File: src/rtl/csv_tok_pkg.sv
// shared widths, byte codes, register indexes and row class codes for the csv tokenizer
// no dependencies; compiled first
`timescale 1ns / 1ps

package csv_tok_pkg;

  localparam int ByteW    = 8;
  localparam int ClassW   = 2;
  localparam int CfgIdxW  = 2;
  localparam int CfgDataW = 8;

  localparam logic [ByteW-1:0] QuoteByte   = 8'd34;
  localparam logic [ByteW-1:0] NewlineByte = 8'd10;
  localparam logic [ByteW-1:0] DefaultSep  = 8'd44;

  // configuration register indexes
  localparam logic [CfgIdxW-1:0] CfgIdxHasDesc = 2'd0;
  localparam logic [CfgIdxW-1:0] CfgIdxSep     = 2'd1;

  // row class codes
  localparam logic [ClassW-1:0] ClassHeader = 2'd0;
  localparam logic [ClassW-1:0] ClassDesc   = 2'd1;
  localparam logic [ClassW-1:0] ClassData   = 2'd2;

endpackage

File: src/rtl/csv_tok_in_if.sv
// input byte channel: valid/ready handshake with one text byte
// depends on csv_tok_pkg
`timescale 1ns / 1ps

interface csv_tok_in_if;
  logic                          valid;
  logic                          ready;
  logic [csv_tok_pkg::ByteW-1:0] text_byte;

  modport source (output valid, output text_byte, input ready);
  modport sink   (input valid, input text_byte, output ready);
endinterface

File: src/rtl/csv_tok_out_if.sv
// result channel: valid/ready handshake with one token result
// depends on csv_tok_pkg
`timescale 1ns / 1ps

interface csv_tok_out_if;
  logic                           valid;
  logic                           ready;
  logic                           byte_valid;
  logic [csv_tok_pkg::ByteW-1:0]  out_byte;
  logic                           field_end;
  logic                           record_end;
  logic [csv_tok_pkg::ClassW-1:0] row_class;

  modport source (output valid, output byte_valid, output out_byte, output field_end,
                  output record_end, output row_class, input ready);
  modport sink   (input valid, input byte_valid, input out_byte, input field_end,
                  input record_end, input row_class, output ready);
endinterface

File: src/rtl/csv_record_field_tokenizer_unit.sv
// csv record/field tokenizer: input register, per-byte state update, result register
// depends on csv_tok_pkg, csv_tok_in_if, csv_tok_out_if
`timescale 1ns / 1ps

// Takes CSV text one byte per transfer and returns unescaped field bytes with
// field-end and record-end marks, each tagged header, description or data row.
// A newline closes a record only at even quote parity on the line; a field that
// opens with a quote keeps separators and folds a doubled quote into one quote.
// An empty line yields a record end with no field end; an unterminated last line
// is never closed. Throughput is one byte per clock sustained: a byte is accepted
// every cycle while the result register drains, and a byte's result (if any) moves
// from the input register to the result register once that is empty or emptying.
// Per-line state (phase, quote parity, line count) updates as each byte leaves the
// input register. Opening quotes and the first quote of a pair produce no result.
// The user writes configuration via cfg_we/cfg_index/cfg_wdata only while the block
// is idle, which the block itself does not enforce; unknown indexes are ignored.

module csv_record_field_tokenizer_unit (
  input  logic                               clk,
  input  logic                               rst_n,
  csv_tok_in_if.sink                         in_ch,
  csv_tok_out_if.source                      out_ch,
  input  logic                               cfg_we,
  input  logic [csv_tok_pkg::CfgIdxW-1:0]    cfg_index,
  input  logic [csv_tok_pkg::CfgDataW-1:0]   cfg_wdata
);

  // field phase codes
  localparam logic [2:0] PH_START  = 3'd0;
  localparam logic [2:0] PH_PLAIN  = 3'd1;
  localparam logic [2:0] PH_QUOTED = 3'd2;
  localparam logic [2:0] PH_QSEEN  = 3'd3;
  localparam logic [2:0] PH_AFTER  = 3'd4;

  // configuration registers
  logic                          has_desc_r;
  logic [csv_tok_pkg::ByteW-1:0] sep_r;

  always_ff @(posedge clk) begin
    if (!rst_n) begin
      has_desc_r <= 1'b0;
      sep_r      <= csv_tok_pkg::DefaultSep;
    end else if (cfg_we) begin
      case (cfg_index)
        csv_tok_pkg::CfgIdxHasDesc: has_desc_r <= cfg_wdata[0];
        csv_tok_pkg::CfgIdxSep:     sep_r      <= cfg_wdata;
        default: ;
      endcase
    end
  end

  // input register
  logic                          in_v_r;
  logic [csv_tok_pkg::ByteW-1:0] in_byte_r;
  logic                          out_v_r;
  logic                          advance;

  // the held byte moves on when the result register is empty or being emptied
  assign advance      = in_v_r && (!out_v_r || out_ch.ready);
  assign in_ch.ready  = !in_v_r || advance;

  always_ff @(posedge clk) begin
    if (!rst_n) begin
      in_v_r <= 1'b0;
    end else if (in_ch.ready) begin
      in_v_r <= in_ch.valid;
    end
  end

  always_ff @(posedge clk) begin
    if (in_ch.valid && in_ch.ready) begin
      in_byte_r <= in_ch.text_byte;
    end
  end

  // per-line tokenizer state
  logic [1:0] line_idx_r, line_idx_nxt;
  logic       parity_r,   parity_nxt;
  logic [2:0] phase_r,    phase_nxt;
  logic       content_r,  content_nxt;

  // result computed for the held byte
  logic                           emit;
  logic                           res_bv;
  logic [csv_tok_pkg::ByteW-1:0]  res_byte;
  logic                           res_fe;
  logic                           res_re;
  logic [csv_tok_pkg::ClassW-1:0] res_class;

  logic is_quote, is_nl, is_sep;

  assign is_quote = (in_byte_r == csv_tok_pkg::QuoteByte);
  assign is_nl    = (in_byte_r == csv_tok_pkg::NewlineByte);
  assign is_sep   = (in_byte_r == sep_r);

  // row class follows the line count before this byte
  always_comb begin
    if (line_idx_r == 2'd0) begin
      res_class = csv_tok_pkg::ClassHeader;
    end else if (line_idx_r == 2'd1 && has_desc_r) begin
      res_class = csv_tok_pkg::ClassDesc;
    end else begin
      res_class = csv_tok_pkg::ClassData;
    end
  end

  always_comb begin
    parity_nxt   = parity_r ^ is_quote;
    line_idx_nxt = line_idx_r;
    phase_nxt    = phase_r;
    content_nxt  = 1'b1;
    emit         = 1'b1;
    res_bv       = 1'b0;
    res_byte     = '0;
    res_fe       = 1'b0;
    res_re       = 1'b0;

    if (is_nl && !parity_nxt) begin
      // record end; last field closes only if the line had any byte
      res_fe      = content_r;
      res_re      = 1'b1;
      phase_nxt   = PH_START;
      content_nxt = 1'b0;
      if (line_idx_r != 2'd2) begin
        line_idx_nxt = line_idx_r + 2'd1;
      end
    end else begin
      case (phase_r)
        PH_PLAIN, PH_AFTER: begin
          if (is_sep) begin
            phase_nxt = PH_START;
            res_fe    = 1'b1;
          end else begin
            res_bv   = 1'b1;
            res_byte = in_byte_r;
          end
        end
        PH_QUOTED: begin
          if (is_quote) begin
            phase_nxt = PH_QSEEN;
            emit      = 1'b0;
          end else begin
            res_bv   = 1'b1;
            res_byte = in_byte_r;
          end
        end
        PH_QSEEN: begin
          // doubled quote gives one quote; anything else closes the quoted part
          if (is_quote) begin
            phase_nxt = PH_QUOTED;
            res_bv    = 1'b1;
            res_byte  = in_byte_r;
          end else if (is_sep) begin
            phase_nxt = PH_START;
            res_fe    = 1'b1;
          end else begin
            phase_nxt = PH_AFTER;
            res_bv    = 1'b1;
            res_byte  = in_byte_r;
          end
        end
        default: begin
          // field start
          if (is_quote) begin
            phase_nxt = PH_QUOTED;
            emit      = 1'b0;
          end else if (is_sep) begin
            phase_nxt = PH_START;
            res_fe    = 1'b1;
          end else begin
            phase_nxt = PH_PLAIN;
            res_bv    = 1'b1;
            res_byte  = in_byte_r;
          end
        end
      endcase
    end
  end

  always_ff @(posedge clk) begin
    if (!rst_n) begin
      line_idx_r <= 2'd0;
      parity_r   <= 1'b0;
      phase_r    <= PH_START;
      content_r  <= 1'b0;
    end else if (advance) begin
      line_idx_r <= line_idx_nxt;
      parity_r   <= parity_nxt;
      phase_r    <= phase_nxt;
      content_r  <= content_nxt;
    end
  end

  // result register
  logic                           out_v_nxt;
  logic                           bv_r;
  logic [csv_tok_pkg::ByteW-1:0]  byte_r;
  logic                           fe_r;
  logic                           re_r;
  logic [csv_tok_pkg::ClassW-1:0] class_r;

  always_comb begin
    if (advance) begin
      out_v_nxt = emit;
    end else if (out_ch.ready) begin
      out_v_nxt = 1'b0;
    end else begin
      out_v_nxt = out_v_r;
    end
  end

  always_ff @(posedge clk) begin
    if (!rst_n) begin
      out_v_r <= 1'b0;
    end else begin
      out_v_r <= out_v_nxt;
    end
  end

  always_ff @(posedge clk) begin
    if (advance && emit) begin
      bv_r    <= res_bv;
      byte_r  <= res_byte;
      fe_r    <= res_fe;
      re_r    <= res_re;
      class_r <= res_class;
    end
  end

  assign out_ch.valid      = out_v_r;
  assign out_ch.byte_valid = bv_r;
  assign out_ch.out_byte   = byte_r;
  assign out_ch.field_end  = fe_r;
  assign out_ch.record_end = re_r;
  assign out_ch.row_class  = class_r;

  // line count only steps up by one
  a_line_idx_step: assert property (@(posedge clk) disable iff (!rst_n)
    (line_idx_r != $past(line_idx_r)) |-> (line_idx_r == $past(line_idx_r) + 2'd1))
    else $error("line count moved other than by one");

  // a closed record leaves the line state cleared
  a_record_clears: assert property (@(posedge clk) disable iff (!rst_n)
    (advance && emit && res_re) |=> (phase_r == PH_START && !content_r))
    else $error("line state not cleared after record end");

  // an empty line is always at field start
  a_empty_line_start: assert property (@(posedge clk) disable iff (!rst_n)
    !content_r |-> (phase_r == PH_START))
    else $error("field phase moved without line content");

  // input only stalls behind a held byte
  a_stall_has_byte: assert property (@(posedge clk) disable iff (!rst_n)
    !in_ch.ready |-> (in_v_r && out_v_r))
    else $error("input stalled with room downstream");

endmodule
File: src/flat_wrapper.sv
// flat-port wrapper written by rule: the top's interface ports become plain ports
module csv_record_field_tokenizer_unit_flat 
  (clk, rst_n, cfg_we, cfg_index, cfg_wdata, in_ch_valid, in_ch_text_byte, in_ch_ready, out_ch_valid, out_ch_byte_valid, out_ch_out_byte, out_ch_field_end, out_ch_record_end, out_ch_row_class, out_ch_ready);
  csv_tok_in_if in_ch_i ();
  csv_tok_out_if out_ch_i ();
  input  logic clk;
  input  logic rst_n;
  input  logic cfg_we;
  input  logic [csv_tok_pkg::CfgIdxW-1:0] cfg_index;
  input  logic [csv_tok_pkg::CfgDataW-1:0] cfg_wdata;
  input wire logic [$bits(in_ch_i.valid)-1:0] in_ch_valid;
  input wire logic [$bits(in_ch_i.text_byte)-1:0] in_ch_text_byte;
  output wire logic [$bits(in_ch_i.ready)-1:0] in_ch_ready;
  output wire logic [$bits(out_ch_i.valid)-1:0] out_ch_valid;
  output wire logic [$bits(out_ch_i.byte_valid)-1:0] out_ch_byte_valid;
  output wire logic [$bits(out_ch_i.out_byte)-1:0] out_ch_out_byte;
  output wire logic [$bits(out_ch_i.field_end)-1:0] out_ch_field_end;
  output wire logic [$bits(out_ch_i.record_end)-1:0] out_ch_record_end;
  output wire logic [$bits(out_ch_i.row_class)-1:0] out_ch_row_class;
  input wire logic [$bits(out_ch_i.ready)-1:0] out_ch_ready;
  assign in_ch_i.valid = in_ch_valid;
  assign in_ch_i.text_byte = in_ch_text_byte;
  assign in_ch_ready = in_ch_i.ready;
  assign out_ch_valid = out_ch_i.valid;
  assign out_ch_byte_valid = out_ch_i.byte_valid;
  assign out_ch_out_byte = out_ch_i.out_byte;
  assign out_ch_field_end = out_ch_i.field_end;
  assign out_ch_record_end = out_ch_i.record_end;
  assign out_ch_row_class = out_ch_i.row_class;
  assign out_ch_i.ready = out_ch_ready;
  csv_record_field_tokenizer_unit u_core (.clk(clk), .rst_n(rst_n), .in_ch(in_ch_i), .out_ch(out_ch_i), .cfg_we(cfg_we), .cfg_index(cfg_index), .cfg_wdata(cfg_wdata));
endmodule
File: config.mk
export PLATFORM = sky130hd
export DESIGN_NAME = csv_record_field_tokenizer_unit_flat
export DESIGN_NICKNAME = d
export VERILOG_FILES = /design/src/rtl/csv_tok_pkg.sv /design/src/rtl/csv_tok_in_if.sv /design/src/rtl/csv_tok_out_if.sv /design/src/rtl/csv_record_field_tokenizer_unit.sv /design/src/flat_wrapper.sv
export SDC_FILE = /design/constraint.sdc
export NUM_CORES = 1
export LEC_CHECK = 0
export BUFFER_PORTS_ARGS = -buffer_cell sky130_fd_sc_hd__buf_2
export CAP_MARGIN = 20
export CORE_UTILIZATION = 35
export CTS_CLUSTER_SIZE = 16
export DETAILED_ROUTE_END_ITERATION = 6
export GPL_TIMING_DRIVEN = 0
export HOLD_SLACK_MARGIN = 0.1
export REMOVE_ABC_BUFFERS = 1
export SLEW_MARGIN = 5
export SYNTH_ARGS = -nofsm -noshare
export SYNTH_HDL_FRONTEND = slang
export SYNTH_SLANG_ARGS = --single-unit
File: constraint.sdc
create_clock -name clk -period 2.2 [get_ports clk]
set_input_delay 0.66 -clock clk [delete_from_list [all_inputs] [get_ports clk]]
set_output_delay 0.66 -clock clk [all_outputs]
set_load 0.1 [all_outputs]
==> out/results.tsv, run 1 <==
stage	metric	value	unit
status	status	finished, final reports clean	
layout	post-route cell area	2357	um2
synth	synthesis warning total	0	
hold_path	Min-Delay Startpoint	u_core.content_r	
timing	post-layout worst setup margin	54.58	ps
layout	Final #Nets	247	
drt	met3 WL post-DR	158	um
synth	post-synth cell types	40	
hold_path	worst hold path class	reg2reg	
timing	Achievable Freq	0.4661	GHz
synth	post-synthesis cell count	171	
drt	max layer used	met4	
worst_setup_path	Most common cell on crit path	a22o_1	
global_routing	first-pass GRT wire length	5.947	mm
worst_setup_path	Setup Crit Path Kind	reg2reg	
timing	Setup Skew	8.466	ps
worst_setup_path	Worst EP arrival	2190	ps
global_routing	initial antenna violation count	0	
global_routing	Total Routing Usage GR	0.1431	
worst_setup_path	reg2reg setup slack	50	ps
timing	Slew headroom	0.6204	
global_routing	GRT overflow	0	
power_and_ir_drop	pwr/cell area	739.5	nW/um2
cts	H-tree levels	2	
layout	ANT cells	0	
synth	Seq cells post-synth	39	
synth	Async S/R FF share, synth	0	
placed_design	I/O Buffers	37	
floorplanning	Die W	74.72	um
placed_design	Final GP Congestion	0.8485	
cts	worst-skew pair later-pin latency	290	ps
synth	mapped cell area	1851	um2
drt	routed length on met2	1.588	mm
drt	final wirelength	3.563	mm
timing	Tcrit/Tclk final	0.9752	
layout	P&R area growth vs syn	27.38	%
timing	RSZ-0062 raised after global routing	true	
synth	Post-synth EDFFs	21	
layout	fillers	493	
worst_setup_path	Startpoint Class	flip-flop	
timing	hold_ws	499.1	ps
floorplanning	die footprint	5582	um2
cts	clock root buffer	clkbuf_8	
placed_design	placed insts	272	
worst_setup_path	ordered cell list for the critical path	or4_4, nor3_4, buf_4, xnor2_2, a22o_1, a22o_1	
layout	Multi-input gate area	847.1	um2
floorplanning	Top Ports	38	
worst_setup_path	Crit. Startpoint	u_core.in_byte_r[4]	
drt	drt pass-1 iters	4	
power_and_ir_drop	peak supply drop	0.3719	mV
timing	# setup viols final	0	
drt	Routed wire per std cell	12.20	um
layout	fraction of layout cells with a size suffix above 1	0.3108	
global_routing	vias in the first global route	1255	
worst_setup_path	r2r startpoint	u_core.in_byte_r[4]	
synth	Seq/Total Area, Yosys	0.5355	
timing	Final Max Tran Viols	0	
power_and_ir_drop	Leakage	0.9510	nW
synth	Avg Cell Area, Syn	10.82	um2
job	max_cap viols	0	
floorplanning	FP Rows	26	
drt	vias per cell	4.784	
worst_setup_path	element type at the critical path end	flip-flop	
worst_setup_path	crit path max fanout	7	
floorplanning	Core ar.	5107	um2
drt	remaining antenna violation count	0	
cts	clock sinks	39	
worst_setup_path	Crit path required time	2250	ps
synth	prevailing post-synth register cell	edfxtp_1	
global_routing	largest net degree at the start of global routing	16	
placed_design	pre-CTS WS	-103.8	ps
cts	CTS Buf Count	5	
drt	Remaining DRCs	0	
cts	Worst-path clk slew	80	ps
placed_design	dpl cell area	2097	um2
layout	Post-Layout Cell Count	292	
synth	top-area cell type share of the netlist area	0.3408	
floorplanning	Starting Density	0.3623	
drt	DRT met1 WL	1.757	mm
drt	number of DRC violations after detailed-routing iteration 0	111	
drt	routed vias	1397	
layout	utilization after layout	0.4615	
timing	Final min period	2145	ps
timing	actual slew at the worst max-slew pin	568.6	ps
worst_setup_path	slowest CP cell	or4_4	
placed_design	DP Wirelength	2.548	mm
floorplanning	DIE HEIGHT	74.72	um
timing	Hold Vio Cnt, Final	0	
layout	register area	991.0	um2
synth	largest cells by area after synthesis	edfxtp_1 34%, dfxtp_1 19%, mux2i_1 5.4%	
worst_setup_path	Slowest Stage Delay on Critical Path	570	ps
synth	Synth area leader	edfxtp_1	
cts	CTS tree	built	
cts	deepest clock path buffer count	2	
what timing repair did:
action | CTS | global route
hold buffers | 0 | 0
pin swaps | 2 | 2
endpoints found under the setup margin | 12 | 19
setup buffers | 0 | 12
gates cloned | 0 | 0
gates resized for setup | 3 | 4
layer usage:
metal	global-route usage	vias up
met3	0.04150	7
met1	0.1888	645
met4	0.05031	0
li1	-	714
met2	0.2252	31
met5	0	-
worst max-delay path: cells and delay by family (launching register included):
kind,cells,cell delay (ps)
buffers and inverters,1,180
DFF,1,430
AOI/OAI and AO/OA,2,360
xor gates and xnor gates,1,50
and+or+nand+nor,2,880
state kept, by name, indices dropped and copies added (netlist names):
name                      cells
u_core.sep_r                  8
u_core.in_byte_r              8
u_core.out_ch.out_byte        8
u_core.content_r              1
u_core.phase_r                3
u_core.line_idx_r             2
u_core.in_v_r                 1
u_core.out_ch.byte_valid      1
u_core.out_ch.record_end      1
u_core.out_ch.valid           1
u_core.has_desc_r             1
u_core.out_ch.field_end       1
u_core.out_ch.row_class       2
u_core.parity_r               1
layout make-up:
type                            instances  area share
Multi-Input combinational cell        121      0.3593
Inverter                                4    0.006900
Timing Repair Buffer                   50      0.1200
Tap cell                               70     0.03716
Clock buffer                            6     0.03079
Clock inverter                          2     0.02548
Sequential cell                        39      0.4204
layout by cell type (no fill, tap or decap), types with 2 or more instances in the layout:
master,instances
a211oi_1,2
buf_2,37
nand3_1,2
edfxtp_1,21
nor3b_1,2
a21oi_1,4
o21ai_0,5
nor4_2,3
mux2i_1,10
xnor2_1,2
dfxtp_1,18
o21a_1,2
nor2_1,19
xor2_1,9
inv_1,3
a32o_1,2
and2_1,9
clkbuf_8,5
ha_1,3
a22o_1,3
bufinv_16,2
nand2b_1,7
buf_4,13
nand2_1,14
nor3_4,2
power by group:
| part | internal (mW) | switching (mW) |
|---|---|---|
| clock | 0.453 | 0.243 |
| sequential | 0.799 | 0.0259 |
| combinational | 0.0721 | 0.149 |
| total | 1.32 | 0.418 |
worst paths after layout:
path / to / cells after the start
setup / recovery: u_core.out_ch.byte_valid / 6
hold reg to reg: u_core.content_r / 2
hold / removal: u_core.content_r / 2
setup reg to reg: u_core.out_ch.byte_valid / 6
cell usage after synthesis, drive strengths merged, types with 2 or more instances:
| master | count |
|---|---|
| and2 | 9 |
| nor3 | 2 |
| inv | 3 |
| nand3 | 2 |
| nor2 | 19 |
| clkbuf | 6 |
| nor4 | 4 |
| xnor2 | 3 |
| dfxtp | 18 |
| xor2 | 9 |
| a21oi | 5 |
| o21ai | 6 |
| a22o | 3 |
| o21a | 2 |
| mux2i | 10 |
| nor3b | 2 |
| nand2b | 7 |
| edfxtp | 21 |
| ha | 3 |
| nand2 | 15 |
| or3 | 2 |
| a211oi | 2 |
| a32o | 2 |
stage by stage:
stage | power (mW) | setup TNS (ps)
floorplan | 0.9911 | -3340
global placement | 1.043 | -5362
detailed placement | 1.046 | -1417
CTS | 1.745 | 0
global route | 1.814 | -74.62
finish | 1.743 | 0
cell families after synthesis:
group | Yosys count | share of synthesized area
AOI/OAI and AO/OA | 27 | 0.1014
xor gates and xnor gates | 12 | 0.05680
adders and majority gates | 3 | 0.02029
buffers and inverters | 11 | 0.02704
DFF | 39 | 0.5355
muxes | 10 | 0.05409
and+or+nand+nor | 69 | 0.2049
Note: power is estimated with default switching activity, not from simulation.
==> inputs of run 2 (changes only) <==
clock period = 2 ns   (was 2.2 ns; I/O delays follow)
==> run 2 against run 1 <==
Effect of this change:
- the run now ends with negative setup slack left
- utilization increased by 0.42 points
- worst hold slack worse by 22 ps
- maximum frequency grew 5.6%
- cell count decreased by 1.4%
- wire length grew 2.6%
- non-clock buffer count shrank 4
- cell area is 0.90% higher
- count of clock-buffer cells in the layout did not move
- critical path depth fell by 1
- clock power grew 10%
- sequential cell count unchanged
- largest cell class unchanged
==> out/results.tsv, run 2 (synthesis gave the netlist of run 1 again) <==
stage	metric	value	unit
placed_design	placed insts	272	
layout	commonest cells after routing, fill and taps aside	37 x buf_2, 21 x edfxtp_1, 18 x nor2_1, 18 x dfxtp_1, 14 x nand2_1	
cts	clock root buffer	clkbuf_8	
timing	RSZ-0062 raised after global routing	true	
worst_setup_path	crit path max fanout	6	
timing	Achievable Freq	0.4922	GHz
worst_setup_path	Startpoint Class	flip-flop	
floorplanning	Core ar.	5107	um2
floorplanning	DIE HEIGHT	74.72	um
cts	CTS tree	built	
timing	hold_ws	477.4	ps
cts	H-tree levels	2	
drt	number of DRC violations after detailed-routing iteration 0	84	
cts	worst-skew pair later-pin latency	290	ps
hold_path	worst hold path class	in2reg	
placed_design	I/O Buffers	37	
power_and_ir_drop	Leakage	0.9499	nW
drt	Remaining DRCs	0	
timing	Total Neg Setup Slack	-69.51	ps
timing	# setup viols final	4	
layout	register area	991.0	um2
layout	ANT cells	0	
floorplanning	Starting Density	0.3623	
worst_setup_path	WP buf/inv	0	
cts	hold buffer count at CTS	0	
drt	Routed wire per std cell	12.70	um
global_routing	first-pass GRT wire length	6.037	mm
power_and_ir_drop	peak supply drop	0.4063	mV
timing	Final min period	2032	ps
layout	Multi-input gate area	894.6	um2
placed_design	Final GP Congestion	0.8485	
timing	Tcrit/Tclk final	1.016	
timing	post-layout worst setup margin	-31.75	ps
status	status	finished, violations left	
drt	remaining antenna violation count	0	
floorplanning	die footprint	5582	um2
worst_setup_path	ordered cell list for the critical path	or4_4, nor3_4, nand2_1, a22o_4, and3_1	
global_routing	largest net degree at the start of global routing	16	
worst_setup_path	crit-path leading delay family	simple AND/OR/NAND/NOR gates	
global_routing	Total Routing Usage GR	0.1457	
drt	drt pass-1 iters	4	
floorplanning	Die W	74.72	um
worst_setup_path	element type at the critical path end	flip-flop	
timing	Setup Skew	8.368	ps
cts	Worst-path clk slew	80	ps
layout	Post-Layout Cell Count	288	
layout	fillers	496	
worst_setup_path	Slowest Stage Delay on Critical Path	580	ps
drt	routed vias	1382	
timing	Final Max Tran Viols	0	
timing	actual slew at the worst max-slew pin	519.3	ps
layout	Final #Nets	243	
timing	Slew headroom	0.6528	
global_routing	vias in the first global route	1277	
floorplanning	Top Ports	38	
placed_design	dpl cell area	2097	um2
floorplanning	FP Rows	26	
cts	deepest clock path buffer count	2	
job	max_cap viols	0	
placed_design	DP Wirelength	2.548	mm
layout	fraction of layout cells with a size suffix above 1	0.3394	
global_routing	GRT overflow	0	
worst_setup_path	Setup Crit Path Kind	reg2reg	
layout	P&R area growth vs syn	28.53	%
cts	clock sinks	39	
worst_setup_path	Worst EP arrival	2080	ps
placed_design	pre-CTS WS	-303.8	ps
power_and_ir_drop	Power Total	1.924	mW
cts	CTS Buf Count	5	
layout	post-route cell area	2379	um2
drt	vias per cell	4.799	
global_routing	initial antenna violation count	0	
worst_setup_path	Crit path required time	2050	ps
layout	utilization after layout	0.4657	
timing	Hold Vio Cnt, Final	0	
status	violated checks	negative setup slack	
drt	final wirelength	3.657	mm
power_and_ir_drop	pwr/cell area	808.8	nW/um2
layout	most common cell after layout, fill and taps aside	buf_2	
worst_setup_path	slowest CP cell	or4_4	
## run 2: final timing paths
path	from	to	slack (ps)	cells past startpoint
hold reg to reg	u_core.content_r	u_core.content_r	500	2
setup reg to reg	u_core.in_byte_r[2]	u_core.out_ch.out_byte[3]	-30	5
setup / recovery	u_core.in_byte_r[2]	u_core.out_ch.out_byte[3]	-30	5
hold / removal	in_ch_text_byte[2]	u_core.in_byte_r[2]	480	1
## run 2: repair_timing
action                                  4_1_cts  5_1_grt
endpoints found under the hold margin         0        0
buffers inserted                              6        2
endpoints found under the setup margin       23       22
pin swaps                                     4        8
gates resized for setup                       7       14
## run 2: layout make-up
type / instances / area share
sequential: 39 / 0.4166
multi-input combinational: 121 / 0.3761
timing repair buffer: 46 / 0.1063
tap: 70 / 0.03682
clock buffer: 6 / 0.03051
clock inverter: 2 / 0.02525
inverter: 4 / 0.008417
## run 2: report_power, final
group / internal [mW] / switching (mW)
Clock: 0.499 / 0.268
Combinational: 0.0797 / 0.171
Sequential: 0.879 / 0.0270
## run 2: metal layers
layer  global-route usage  up-vias  wire length, um
li1                     -      705                -
met1               0.1879      636             1768
met2               0.2352       34             1675
met3              0.04150        7              151
met4              0.05031        0               61
met5                    0        -                0
==> inputs of run 3 (changes only) <==
clock period = 2.35 ns   (was 2 ns; I/O delays follow)
==> run 3 against run 2 <==
Effect of this change:
- the flow now finishes without violations
- non-clock buffer count is 8 lower
- sequential power is 15% lower
- sequential share of layout area rose by 2.4 points
- wire length fell by 5.2%
- clock skew hardly changed
- utilization decreased by 2.6 points
- cell count shrank 2.8%
- clock power is 15% lower
- register-to-register slack better by 180 ps
- global-route usage down 0.37 points
==> out/results.tsv, run 3 (synthesis gave the netlist of run 1 again) <==
stage	metric	value	unit
layout	most common cell after layout, fill and taps aside	buf_2	
cts	H-tree levels	2	
layout	ANT cells	0	
cts	clock sinks	39	
drt	remaining antenna violation count	0	
timing	Final min period	2200	ps
status	status	finished, final reports clean	
timing	RSZ-0062 raised after global routing	false	
power_and_ir_drop	Leakage	0.8871	nW
drt	drt pass-1 iters	4	
power_and_ir_drop	Internal	1.230	mW
global_routing	initial antenna violation count	0	
timing	actual slew at the worst max-slew pin	796.3	ps
layout	commonest cells after routing, fill and taps aside	37 x buf_2, 21 x edfxtp_1, 19 x nor2_1, 18 x dfxtp_1, 15 x nand2_1	
timing	hold_ws	499.0	ps
drt	Remaining DRCs	0	
power_and_ir_drop	pwr/cell area	719.5	nW/um2
worst_setup_path	slowest CP cell	or4_4	
floorplanning	DIE HEIGHT	74.72	um
power_and_ir_drop	sw power	386.7	uW
floorplanning	die footprint	5582	um2
cts	clock root buffer	clkbuf_8	
drt	routed vias	1336	
timing	Final Max Tran Viols	0	
placed_design	placed insts	272	
timing	Achievable Freq	0.4545	GHz
power_and_ir_drop	Seq pwr share	0.479	
cts	worst-skew pair later-pin latency	290	ps
drt	number of DRC violations after detailed-routing iteration 0	93	
drt	final wirelength	3.467	mm
timing	Slew headroom	0.4691	
cts	Worst-path clk slew	80	ps
layout	utilization after layout	0.4400	
drt	Routed wire per std cell	12.38	um
floorplanning	FP Rows	26	
worst_setup_path	Most common cell on crit path	a32o_1	
worst_setup_path	Slowest Stage Delay on Critical Path	600	ps
power_and_ir_drop	peak supply drop	0.3464	mV
power_and_ir_drop	Power Total	1.617	mW
global_routing	GRT overflow	0	
global_routing	vias in the first global route	1243	
placed_design	I/O Buffers	37	
worst_setup_path	Worst EP arrival	2250	ps
layout	fraction of layout cells with a size suffix above 1	0.2524	
power_and_ir_drop	Sw Ratio	0.2392	
hold_path	worst hold path class	reg2reg	
global_routing	Total Routing Usage GR	0.1420	
global_routing	largest net degree at the start of global routing	16	
power_and_ir_drop	clock group share of total power	0.403	
timing	post-layout worst setup margin	149.9	ps
cts	CTS tree	built	
layout	Final #Nets	235	
worst_setup_path	ordered cell list for the critical path	or4_4, nor3_4, o21ai_0, a32o_1, a32o_1	
power_and_ir_drop	combinational share of power	0.119	
layout	register area	991.0	um2
worst_setup_path	Setup Crit Path Kind	reg2reg	
timing	Hold Vio Cnt, Final	0	
worst_setup_path	crit path max fanout	8	
global_routing	first-pass GRT wire length	5.899	mm
worst_setup_path	element type at the critical path end	flip-flop	
layout	fillers	505	
worst_setup_path	Startpoint Class	flip-flop	
worst_setup_path	Crit path required time	2400	ps
timing	Setup Skew	8.423	ps
drt	vias per cell	4.771	
floorplanning	Die W	74.72	um
layout	Post-Layout Cell Count	280	
floorplanning	Top Ports	38	
cts	CTS Buf Count	5	
cts	hold buffer count at CTS	0	
timing	Tcrit/Tclk final	0.9362	
placed_design	DP Wirelength	2.548	mm
floorplanning	Starting Density	0.3623	
timing	# setup viols final	0	
cts	deepest clock path buffer count	2	
placed_design	pre-CTS WS	4.884	ps
layout	P&R area growth vs syn	21.43	%
layout	Multi-input gate area	827.0	um2
placed_design	Final GP Congestion	0.8485	
floorplanning	Core ar.	5107	um2
job	max_cap viols	0	
-- run 3: changes by cell type in the layout (fill, tap and decap cells not counted), sizes merged --
cell | previous run | this run
buf | 46 | 38
-- run 3: path summary, 6_finish.rpt --
| check | startpoint | endpoint | slack [ps] | depth (start not counted) |
|---|---|---|---|---|
| min reg2reg | u_core.content_r | u_core.content_r | 500 | 2 |
| max | u_core.in_byte_r[2] | u_core.out_ch.out_byte[1] | 150 | 5 |
| max reg2reg | u_core.in_byte_r[2] | u_core.out_ch.out_byte[1] | 150 | 5 |
| min | u_core.content_r | u_core.content_r | 500 | 2 |
-- run 3: power by group through the flow --
| stage | combinational (mW) | sequential (mW) | clock, mW |
|---|---|---|---|
| final | 0.192 | 0.774 | 0.651 |
| after global routing | 0.207 | 0.777 | 0.700 |
| after CTS | 0.190 | 0.774 | 0.667 |
| after detailed placement | 0.190 | 0.789 | 0 |
| after global placement | 0.187 | 0.790 | 0 |
| after floorplan | 0.0691 | 0.859 | 0 |
-- run 3: metrics by stage --
| stage | TNS (ps) | area, um2 |
|---|---|---|
| final | 0 | 2247 |
| after global routing | 0 | 2247 |
| after CTS | 0 | 2230 |
| after detailed placement | 0 | 2097 |
| after global placement | -3256 | 2090 |
| after floorplan | -2035 | 1817 |
-- run 3: area by class of cell --
class                           instances  area share
Sequential cell                        39      0.4410
Clock inverter                          2     0.02673
Timing Repair Buffer                   38     0.08575
Multi-Input combinational cell        121      0.3680
Tap cell                               70     0.03898
Clock buffer                            6     0.03229
Inverter                                4    0.007238
-- run 3: timing repair --
| action | CTS | global route |
|---|---|---|
| endpoints found under the setup margin | 0 | 10 |
| gates resized for setup | 0 | 3 |
| setup buffers | 0 | 0 |
-- run 3: routing by layer --
| metal | share of wire | GRT usage |
|---|---|---|
| met5 | 0 | 0 |
| met1 | 0.49 | 0.1871 |
| met3 | 0.044 | 0.04150 |
| met2 | 0.45 | 0.2232 |
| met4 | 0.017 | 0.05031 |
-- run 3: worst max-delay path: cells and delay by family (launching register included) --
kind	cells	cell delay [ps]
AND/OR/NAND/NOR	2	900
AO/OA/AOI/OAI	3	580
flip-flops	1	470
